`src/hw/rtl/cmt_pkg.sv`:
```
`timescale 1ns / 1ps
// Shared constants, types and the microcode ROM for the counted-set mex tracker.
// No dependencies; every other file but cmt_ram imports this package.
package cmt_pkg;

    // Store geometry. Blocks are a power of two so a value's block is a shift.
    localparam int VALUE_RANGE = 1024;
    localparam int BLOCK_LOG2  = 5;
    localparam int BLOCK_SIZE  = 1 << BLOCK_LOG2;
    localparam int NUM_BLOCKS  = (VALUE_RANGE + BLOCK_SIZE - 1) / BLOCK_SIZE;

    // Field widths of the item channels and the limit register.
    localparam int OP_W     = 2;
    localparam int VALUE_W  = 10;
    localparam int LIM_W    = 11;
    localparam int STATUS_W = 2;

    localparam int ADDR_W  = $clog2(VALUE_RANGE);
    localparam int COUNT_W = 16;
    localparam int BIDX_W  = $clog2(NUM_BLOCKS);
    localparam int BLK_W   = $clog2(NUM_BLOCKS + 1);
    localparam int BCNT_W  = $clog2(BLOCK_SIZE + 1);
    localparam int START_W = BLK_W + BLOCK_LOG2;

    localparam logic [COUNT_W-1:0] COUNT_MAX   = '1;
    localparam logic [LIM_W-1:0]   LIMIT_RESET = LIM_W'(1024);

    // Operation codes
    localparam logic [OP_W-1:0] OP_INSERT = 2'd0;
    localparam logic [OP_W-1:0] OP_REMOVE = 2'd1;
    localparam logic [OP_W-1:0] OP_QUERY  = 2'd2;
    localparam logic [OP_W-1:0] OP_CLEAR  = 2'd3;

    // Status codes
    localparam logic [STATUS_W-1:0] ST_DONE      = 2'd0;
    localparam logic [STATUS_W-1:0] ST_ABSENT    = 2'd1;
    localparam logic [STATUS_W-1:0] ST_SATURATED = 2'd2;

    // Datapath micro-operations
    localparam int ACT_W = 4;
    localparam logic [ACT_W-1:0] A_NOP       = 4'd0;
    localparam logic [ACT_W-1:0] A_FETCH     = 4'd1;
    localparam logic [ACT_W-1:0] A_READ_VAL  = 4'd2;
    localparam logic [ACT_W-1:0] A_INC       = 4'd3;
    localparam logic [ACT_W-1:0] A_DEC       = 4'd4;
    localparam logic [ACT_W-1:0] A_BLK_STEP  = 4'd5;
    localparam logic [ACT_W-1:0] A_SCAN_INIT = 4'd6;
    localparam logic [ACT_W-1:0] A_SCAN      = 4'd7;
    localparam logic [ACT_W-1:0] A_MEX_HIT   = 4'd8;
    localparam logic [ACT_W-1:0] A_MEX_LIM   = 4'd9;
    localparam logic [ACT_W-1:0] A_CLR_INIT  = 4'd10;
    localparam logic [ACT_W-1:0] A_CLR_STEP  = 4'd11;
    localparam logic [ACT_W-1:0] A_BOOT_DONE = 4'd12;
    localparam logic [ACT_W-1:0] A_EMIT      = 4'd13;

    // Branch condition selects
    localparam int COND_W = 3;
    localparam logic [COND_W-1:0] C_ALWAYS    = 3'd0;
    localparam logic [COND_W-1:0] C_OUT_RANGE = 3'd1;
    localparam logic [COND_W-1:0] C_BLK_MORE  = 3'd2;
    localparam logic [COND_W-1:0] C_PAST_LIM  = 3'd3;
    localparam logic [COND_W-1:0] C_SCAN_MISS = 3'd4;
    localparam logic [COND_W-1:0] C_CLR_MORE  = 3'd5;
    localparam logic [COND_W-1:0] C_BOOT      = 3'd6;
    localparam logic [COND_W-1:0] C_OUT_BUSY  = 3'd7;

    // Microcode addresses
    localparam int UPC_W = 4;
    localparam logic [UPC_W-1:0] U_FETCH    = 4'd0;
    localparam logic [UPC_W-1:0] U_INS_RD   = 4'd1;
    localparam logic [UPC_W-1:0] U_INS_UPD  = 4'd2;
    localparam logic [UPC_W-1:0] U_REM_RD   = 4'd3;
    localparam logic [UPC_W-1:0] U_REM_UPD  = 4'd4;
    localparam logic [UPC_W-1:0] U_Q_BLK    = 4'd5;
    localparam logic [UPC_W-1:0] U_Q_SEL    = 4'd6;
    localparam logic [UPC_W-1:0] U_Q_SCAN   = 4'd7;
    localparam logic [UPC_W-1:0] U_Q_HIT    = 4'd8;
    localparam logic [UPC_W-1:0] U_Q_LIM    = 4'd9;
    localparam logic [UPC_W-1:0] U_CLR_INIT = 4'd10;
    localparam logic [UPC_W-1:0] U_CLR      = 4'd11;
    localparam logic [UPC_W-1:0] U_CLR_END  = 4'd12;
    localparam logic [UPC_W-1:0] U_EMIT     = 4'd13;

    typedef struct packed {
        logic              disp;   // dispatch on the incoming op
        logic [COND_W-1:0] cond;
        logic [UPC_W-1:0]  tgt_t;  // taken when cond holds
        logic [UPC_W-1:0]  tgt_f;
        logic [ACT_W-1:0]  act;
    } cmt_uword_t;

    typedef struct packed {
        logic             fire;
        logic [OP_W-1:0]  op;
        logic             out_range;
        logic             blk_more;
        logic             past_lim;
        logic             scan_miss;
        logic             clr_more;
        logic             boot;
        logic             out_busy;
    } cmt_cond_t;

    function automatic cmt_uword_t uw(input logic [COND_W-1:0] c,
                                      input logic [UPC_W-1:0] t,
                                      input logic [UPC_W-1:0] f,
                                      input logic [ACT_W-1:0] a);
        cmt_uword_t w;
        w.disp  = 1'b0;
        w.cond  = c;
        w.tgt_t = t;
        w.tgt_f = f;
        w.act   = a;
        return w;
    endfunction

    // Control store
    function automatic cmt_uword_t cmt_urom(input logic [UPC_W-1:0] addr);
        cmt_uword_t w;
        w = uw(C_ALWAYS, U_FETCH, U_FETCH, A_NOP);
        unique case (addr)
            U_FETCH:
            begin
                w      = uw(C_ALWAYS, U_FETCH, U_FETCH, A_FETCH);
                w.disp = 1'b1;
            end
            U_INS_RD:   w = uw(C_OUT_RANGE, U_EMIT, U_INS_UPD, A_READ_VAL);
            U_INS_UPD:  w = uw(C_ALWAYS, U_EMIT, U_EMIT, A_INC);
            U_REM_RD:   w = uw(C_OUT_RANGE, U_EMIT, U_REM_UPD, A_READ_VAL);
            U_REM_UPD:  w = uw(C_ALWAYS, U_EMIT, U_EMIT, A_DEC);
            U_Q_BLK:    w = uw(C_BLK_MORE, U_Q_BLK, U_Q_SEL, A_BLK_STEP);
            U_Q_SEL:    w = uw(C_PAST_LIM, U_Q_LIM, U_Q_SCAN, A_SCAN_INIT);
            U_Q_SCAN:   w = uw(C_SCAN_MISS, U_Q_SCAN, U_Q_HIT, A_SCAN);
            U_Q_HIT:    w = uw(C_ALWAYS, U_EMIT, U_EMIT, A_MEX_HIT);
            U_Q_LIM:    w = uw(C_ALWAYS, U_EMIT, U_EMIT, A_MEX_LIM);
            U_CLR_INIT: w = uw(C_ALWAYS, U_CLR, U_CLR, A_CLR_INIT);
            U_CLR:      w = uw(C_CLR_MORE, U_CLR, U_CLR_END, A_CLR_STEP);
            U_CLR_END:  w = uw(C_BOOT, U_FETCH, U_EMIT, A_BOOT_DONE);
            U_EMIT:     w = uw(C_OUT_BUSY, U_EMIT, U_FETCH, A_EMIT);
            default:    w = uw(C_ALWAYS, U_FETCH, U_FETCH, A_NOP);
        endcase
        return w;
    endfunction

endpackage

```
`src/hw/rtl/cmt_useq.sv`:
```
`timescale 1ns / 1ps
// Microcode sequencer: step counter, control store lookup and branch select.
// Depends on cmt_pkg (control store, codes, condition struct).
module cmt_useq
    import cmt_pkg::*;
(
    input  logic             clk,
    input  logic             rst_n,
    input  cmt_cond_t        cond,
    output logic [ACT_W-1:0] act
);
    logic [UPC_W-1:0] upc_reg;
    logic [UPC_W-1:0] upc_next;
    cmt_uword_t       word;
    logic             taken;
    logic [UPC_W-1:0] disp_tgt;

    assign word = cmt_urom(upc_reg);
    assign act  = word.act;

    always_comb
    begin
        unique case (word.cond)
            C_ALWAYS:    taken = 1'b1;
            C_OUT_RANGE: taken = cond.out_range;
            C_BLK_MORE:  taken = cond.blk_more;
            C_PAST_LIM:  taken = cond.past_lim;
            C_SCAN_MISS: taken = cond.scan_miss;
            C_CLR_MORE:  taken = cond.clr_more;
            C_BOOT:      taken = cond.boot;
            C_OUT_BUSY:  taken = cond.out_busy;
            default:     taken = 1'b1;
        endcase
    end

    always_comb
    begin
        unique case (cond.op)
            OP_INSERT: disp_tgt = U_INS_RD;
            OP_REMOVE: disp_tgt = U_REM_RD;
            OP_QUERY:  disp_tgt = U_Q_BLK;
            OP_CLEAR:  disp_tgt = U_CLR_INIT;
            default:   disp_tgt = U_FETCH;
        endcase
    end

    always_comb
    begin
        if (word.disp)
        begin
            upc_next = cond.fire ? disp_tgt : upc_reg;
        end
        else
        begin
            upc_next = taken ? word.tgt_t : word.tgt_f;
        end
    end

    // Out of reset the program runs the store clearing pass first.
    always_ff @(posedge clk or negedge rst_n)
    begin
        if (!rst_n)
        begin
            upc_reg <= U_CLR_INIT;
        end
        else
        begin
            upc_reg <= upc_next;
        end
    end
endmodule

```
`config.mk`:
```
export PLATFORM = sky130hd
export DESIGN_NAME = cmt_useq
export DESIGN_NICKNAME = d
export VERILOG_FILES = /design/src/hw/rtl/cmt_pkg.sv /design/src/hw/rtl/cmt_useq.sv
export SDC_FILE = /design/constraint.sdc
export NUM_CORES = 1
export LEC_CHECK = 0
export ABC_AREA = 1
export BUFFER_PORTS_ARGS = -buffer_cell sky130_fd_sc_hd__buf_4
export CAP_MARGIN = 10
export CELL_PAD_IN_SITES_DETAIL_PLACEMENT = 1
export CELL_PAD_IN_SITES_GLOBAL_PLACEMENT = 2
export CORE_MARGIN = 2
export CORE_UTILIZATION = 30
export CTS_BUF_LIST = sky130_fd_sc_hd__clkbuf_4
export CTS_CLUSTER_SIZE = 10
export DETAILED_ROUTE_END_ITERATION = 16
export GPL_ROUTABILITY_DRIVEN = 0
export PLACE_DENSITY_LB_ADDON = 0.1
export SYNTH_ARGS = -nofsm -noshare
export SYNTH_HDL_FRONTEND = slang
export SYNTH_SLANG_ARGS = --single-unit
```
`constraint.sdc`:
```
create_clock -name clk -period 2.5 [get_ports clk]
set_input_delay 0.125 -clock clk [delete_from_list [all_inputs] [get_ports clk]]
set_output_delay 0.125 -clock clk [all_outputs]
set_load 0.05 [all_outputs]
```
# Yosys cells after proc, flatten, opt, wreduce, memory -nomap -nowiden
# Memory sizes are Yosys's and may differ from the RTL's.
# Cells that the tools add are included.
totals:
  regBits: 4
  rom_bits: 256
  out_inout_bits: 4
  memories: 1
mem_list:
  columns: ["memory", "depth", "width", "rd", "rd_ports_with_merged_regs", "write_ports", "line", "rtl"]
  rows:
  - ["(name not given)", 16, 16, 1, 0, 0, "cmt_pkg.sv:121", "unique case (addr)"]
op_classes:
  eq_ne: 11
  muxes: 5
  n_reduce_logical: 2
ops:
  columns: ["op", "count"]
  rows:
  - ["$pmux W4 S4", 1]
  - ["$eq A3 B3 Y1 const B", 4]
  - ["$mux W4", 3]
  - ["$pmux W1 S8", 1]
  - ["$eq A3 B2 Y1 const B", 2]
  - ["$eq A2 B2 Y1 const B", 2]
  - ["$eq A3 B1 Y1 const B", 1]
  - ["$logic_not A3 Y1", 1]
  - ["$eq A2 B1 Y1 const B", 1]
  - ["$logic_not A2 Y1", 1]
  - ["$ne A2 B2 Y1 const B", 1]

# Longest topological paths before layout
# An unclocked memory read counts as a cell.
depth:
  word_depth: 5
  mapped_depth: 14

# Worst setup path before layout
# Ideal clock, no wire load.
synth_timing:
  path_type: "register to output"
  start: "register upc_reg[3]"
  end: "output act[0]"
  t_arrival_ns: 1.838
  t_required_ns: 2.375
  path_slack_ns: 0.537
  stages_incl_launch_ff: 6
  path_buffers: 2
  cell_sequence: "dfstp_2 > buf_6 > inv_4 > buf_6 > o21ai_0 > o21ai_0"
synth_via:
  elab_chain_cells: 1
synth_lines:
  columns: ["element", "line", "rtl"]
  rows:
  - ["start, declared", "cmt_useq.sv:12", "logic [UPC_W-1:0] upc_reg;"]
  - ["start signal, assigned", "cmt_useq.sv:68", "upc_reg <= upc_next;"]
  - ["$mem_v2 Z16 W16", null, null]
  - ["end, declared", "cmt_useq.sv:10", "output logic [ACT_W-1:0] act"]
# Every way passes these cells.

# Worst setup path in the final report
layout_timing:
  start: "register upc_reg[1]"
  end: "register upc_reg[0]"
layout_via:
  elab_chain_cells: 5
  elab_cells_between_ends: 13
  cone_classes: "eq/ne (8); mux (3); reduce/logical (1); memory (1)"
layout_lines:
  columns: ["element", "line", "rtl"]
  rows:
  - ["$mem_v2 Z16 W16 *", null, null]
  - ["$eq A3 B3 Y1 (tied with other cells)", "cmt_useq.sv:23", "unique case (word.cond)"]
  - ["$pmux W1 S8", "cmt_useq.sv:23", null]
  - ["$mux W4", "cmt_useq.sv:55", "upc_next = taken ? word.tgt_t : word.tgt_f;"]
  - ["$mux W4", "cmt_useq.sv:49", "if (word.disp)"]
# Mark *: on every way between the ends. The rest lies on a longest branch, timed or not.
# A chain may end at the register's enable or synchronous reset.

==> reports/results.ini <==
[run_status]
status=finished clean

[layout]
layout_common_cells=nand2_1, buf_4, nand3_1
diodes=0
drive_above_1_share_pct=33.3
largest_reg_flops=4
mostFrequentLayoutCell=nand2_1
layout.cells.non_filler=162
fillers=331
post-route-util_pct=37.7
fin_nets=153
syn_to_final_growth_pct=19.1

[clocking]
clock-sinks=4
cts_tree=built
cts_made_buffers=3
clock_latency_ns=0.24
clk_path_buf_depth=2
clk_pin_slew_ns=0.04
h-tree-depth=1
cts_root_buf=clkbuf_4

[timing]
finalSetupTns_ns=0
worst_pin_slew_ns=0.387
post-route-period-util_pct=84.3
rsz0062_at_grt=no
finClkSkew_ns=0.00206
setup_ws_ns=0.393
max_freq_ghz=0.475
max_slew_margin_pct=74.2
setup_viol=0
slew_viol_final=0
hold_viol_final=0
finalCriticalPeriod_ns=2.11

[worst_setup_path]
required_ns=2.65
cp_data_arrival_time_ns=2.26
worst_setup_path_end_kind=flip-flop
critPathLaunchType=flip-flop
path_class=reg -> reg
critPathMaxFanout=9

[logic_synthesis]
syn_nets=135
synth_fa_ha_area_share_pct=11.1
synth_compound_area_share_pct=18.5
synth_simple_gate_area_share_pct=44.7
synthDistinctLibCells=29
synthesis.area_um2=792
yosysWarnings=0
synth_cells=116
ys_ff_latch=4
avgSynthCellArea_um2=6.83
ys_seq_area_share_pct=13.0
synth_top_family_by_area=simple AND/OR/NAND/NOR gates
synth_mux_area_share_pct=0
synth-xor-area-share_pct=0

[placed_design]
io_buffers=15
placedCellCount=158
dpl.hpwl_um=1770
detailedPlace.worstSlack_ns=0.399

[worst_hold_path]
min_path_type=in -> reg

[global_routing]
grt_max_degree=14
groute.usage.overall_pct=15.2
grt_pass1_vias=822
grt_overflow=0
antenna_found_initial=0
grt_pass1_wl_um=3740

[routing]
drt_iter0_markers=7
first_pass_iters=4
wl_um=2180
via_per_inst=5.07
wl_per_cell_um=13.5
drc_errors=0
ant_nets=0
via_count=821

[floorplanning]
boundaryPins=16
num_rows=18
die_x_um=55.4
die_h_um=55.4
core_area_um2=2500
dieArea_um2=3070
initial_core_util_pct=31.7

[flow_run]
cap_violations=0

[cell usage after synthesis, drive strengths merged]
| cell | instances | share of area (%) |
|---|---|---|
| nand4 | 6 | 4.7 |
| o31ai | 1 | 2.7 |
| nand3 | 20 | 18 |
| a22o | 1 | 1.1 |
| ha | 7 | 11 |
| nor3 | 1 | 0.63 |
| a22oi | 1 | 0.95 |
| a21oi | 10 | 6.8 |
| o21ai | 6 | 5.2 |
| o21bai | 1 | 0.95 |
| buf | 4 | 4.9 |
| dfrtp | 2 | 6.3 |
| inv | 16 | 7.9 |
| nand2 | 27 | 16 |
| nor2 | 8 | 4.1 |
| or2 | 2 | 1.6 |
| a31oi | 1 | 0.79 |
| dfstp | 2 | 6.6 |
[worst max-delay path, cell delays in order (launching register included)]
cell,delay [ns]
dfstp_2,0.62
inv_2,0.09
ha_1,0.30
nand3_1,0.09
nand2_2,0.16
inv_2,0.05
nand3_1,0.07
nand3_1,0.13
nand2_4,0.12
nand4_1,0.09
nand2_1,0.08
nand2_1,0.06
a21oi_1,0.16
[cell type report]
type / instances / area, um^2 / share of cell area (%)
well taps: 30 / 37.5 / 3.98
clock buffers: 3 / 22.5 / 2.39
inverters: 16 / 62.6 / 6.63
flip-flops and latches: 4 / 103 / 10.9
multi-input cells: 92 / 588 / 62.3
repair buffers: 17 / 130 / 13.8
[final timing paths]
| check | startpoint | end | slack [ns] | cells past startpoint |
|---|---|---|---|---|
| min in group asynchronous | rst_n | upc_reg[2]$_DFFE_PN0P_ | 0.22 | 2 |
| hold / removal | cond[8] | upc_reg[2]$_DFFE_PN0P_ | 0.18 | 3 |
| setup / recovery | upc_reg[1]$_DFFE_PN1P_ | upc_reg[0]$_DFFE_PN0P_ | 0.39 | 12 |
| max in group asynchronous | rst_n | upc_reg[1]$_DFFE_PN1P_ | 2.09 | 2 |
| setup reg to reg | upc_reg[1]$_DFFE_PN1P_ | upc_reg[0]$_DFFE_PN0P_ | 0.39 | 12 |
| hold reg to reg | upc_reg[1]$_DFFE_PN1P_ | upc_reg[1]$_DFFE_PN1P_ | 0.59 | 2 |
[cell families (layout without fill, tap and decap cells)]
| logic type | Yosys count | count (layout) |
|---|---|---|
| and+or+nand+nor | 64 | 64 |
| adders and majority gates | 7 | 7 |
| DFF | 4 | 4 |
| AOI/OAI and AO/OA | 21 | 21 |
| buffers and inverters | 20 | 36 |
[metrics by stage]
step           hold slack (ns)  instance area (um^2)
2_1_floorplan           -0.171                   792
3_3_place_gp           -0.0753                   911
3_5_place_dp           -0.0775                   911
4_1_cts                  0.167                   943
5_1_grt                  0.181                   943
6_report                 0.176                   943
[routing by layer]
layer	vias to the layer above	wire length, um	GRT usage (%)
li1	427	-	-
met2	16	981	24.1
met3	4	98	4.22
met1	374	1080	20.2
met5	-	0	0
met4	0	22	4.18
[timing repair]
| action | 4_1_cts | 5_1_grt |
|---|---|---|
| setup buffers | 0 | 0 |
| hold endpoints to repair | 4 | 0 |
| hold buffers | 1 | 0 |
| endpoints found under the setup margin | 0 | 0 |
| resized for setup | 0 | 0 |
Power is not shown: default switching activity piles up to over one toggle a cycle in this logic, so the estimate is an artifact.
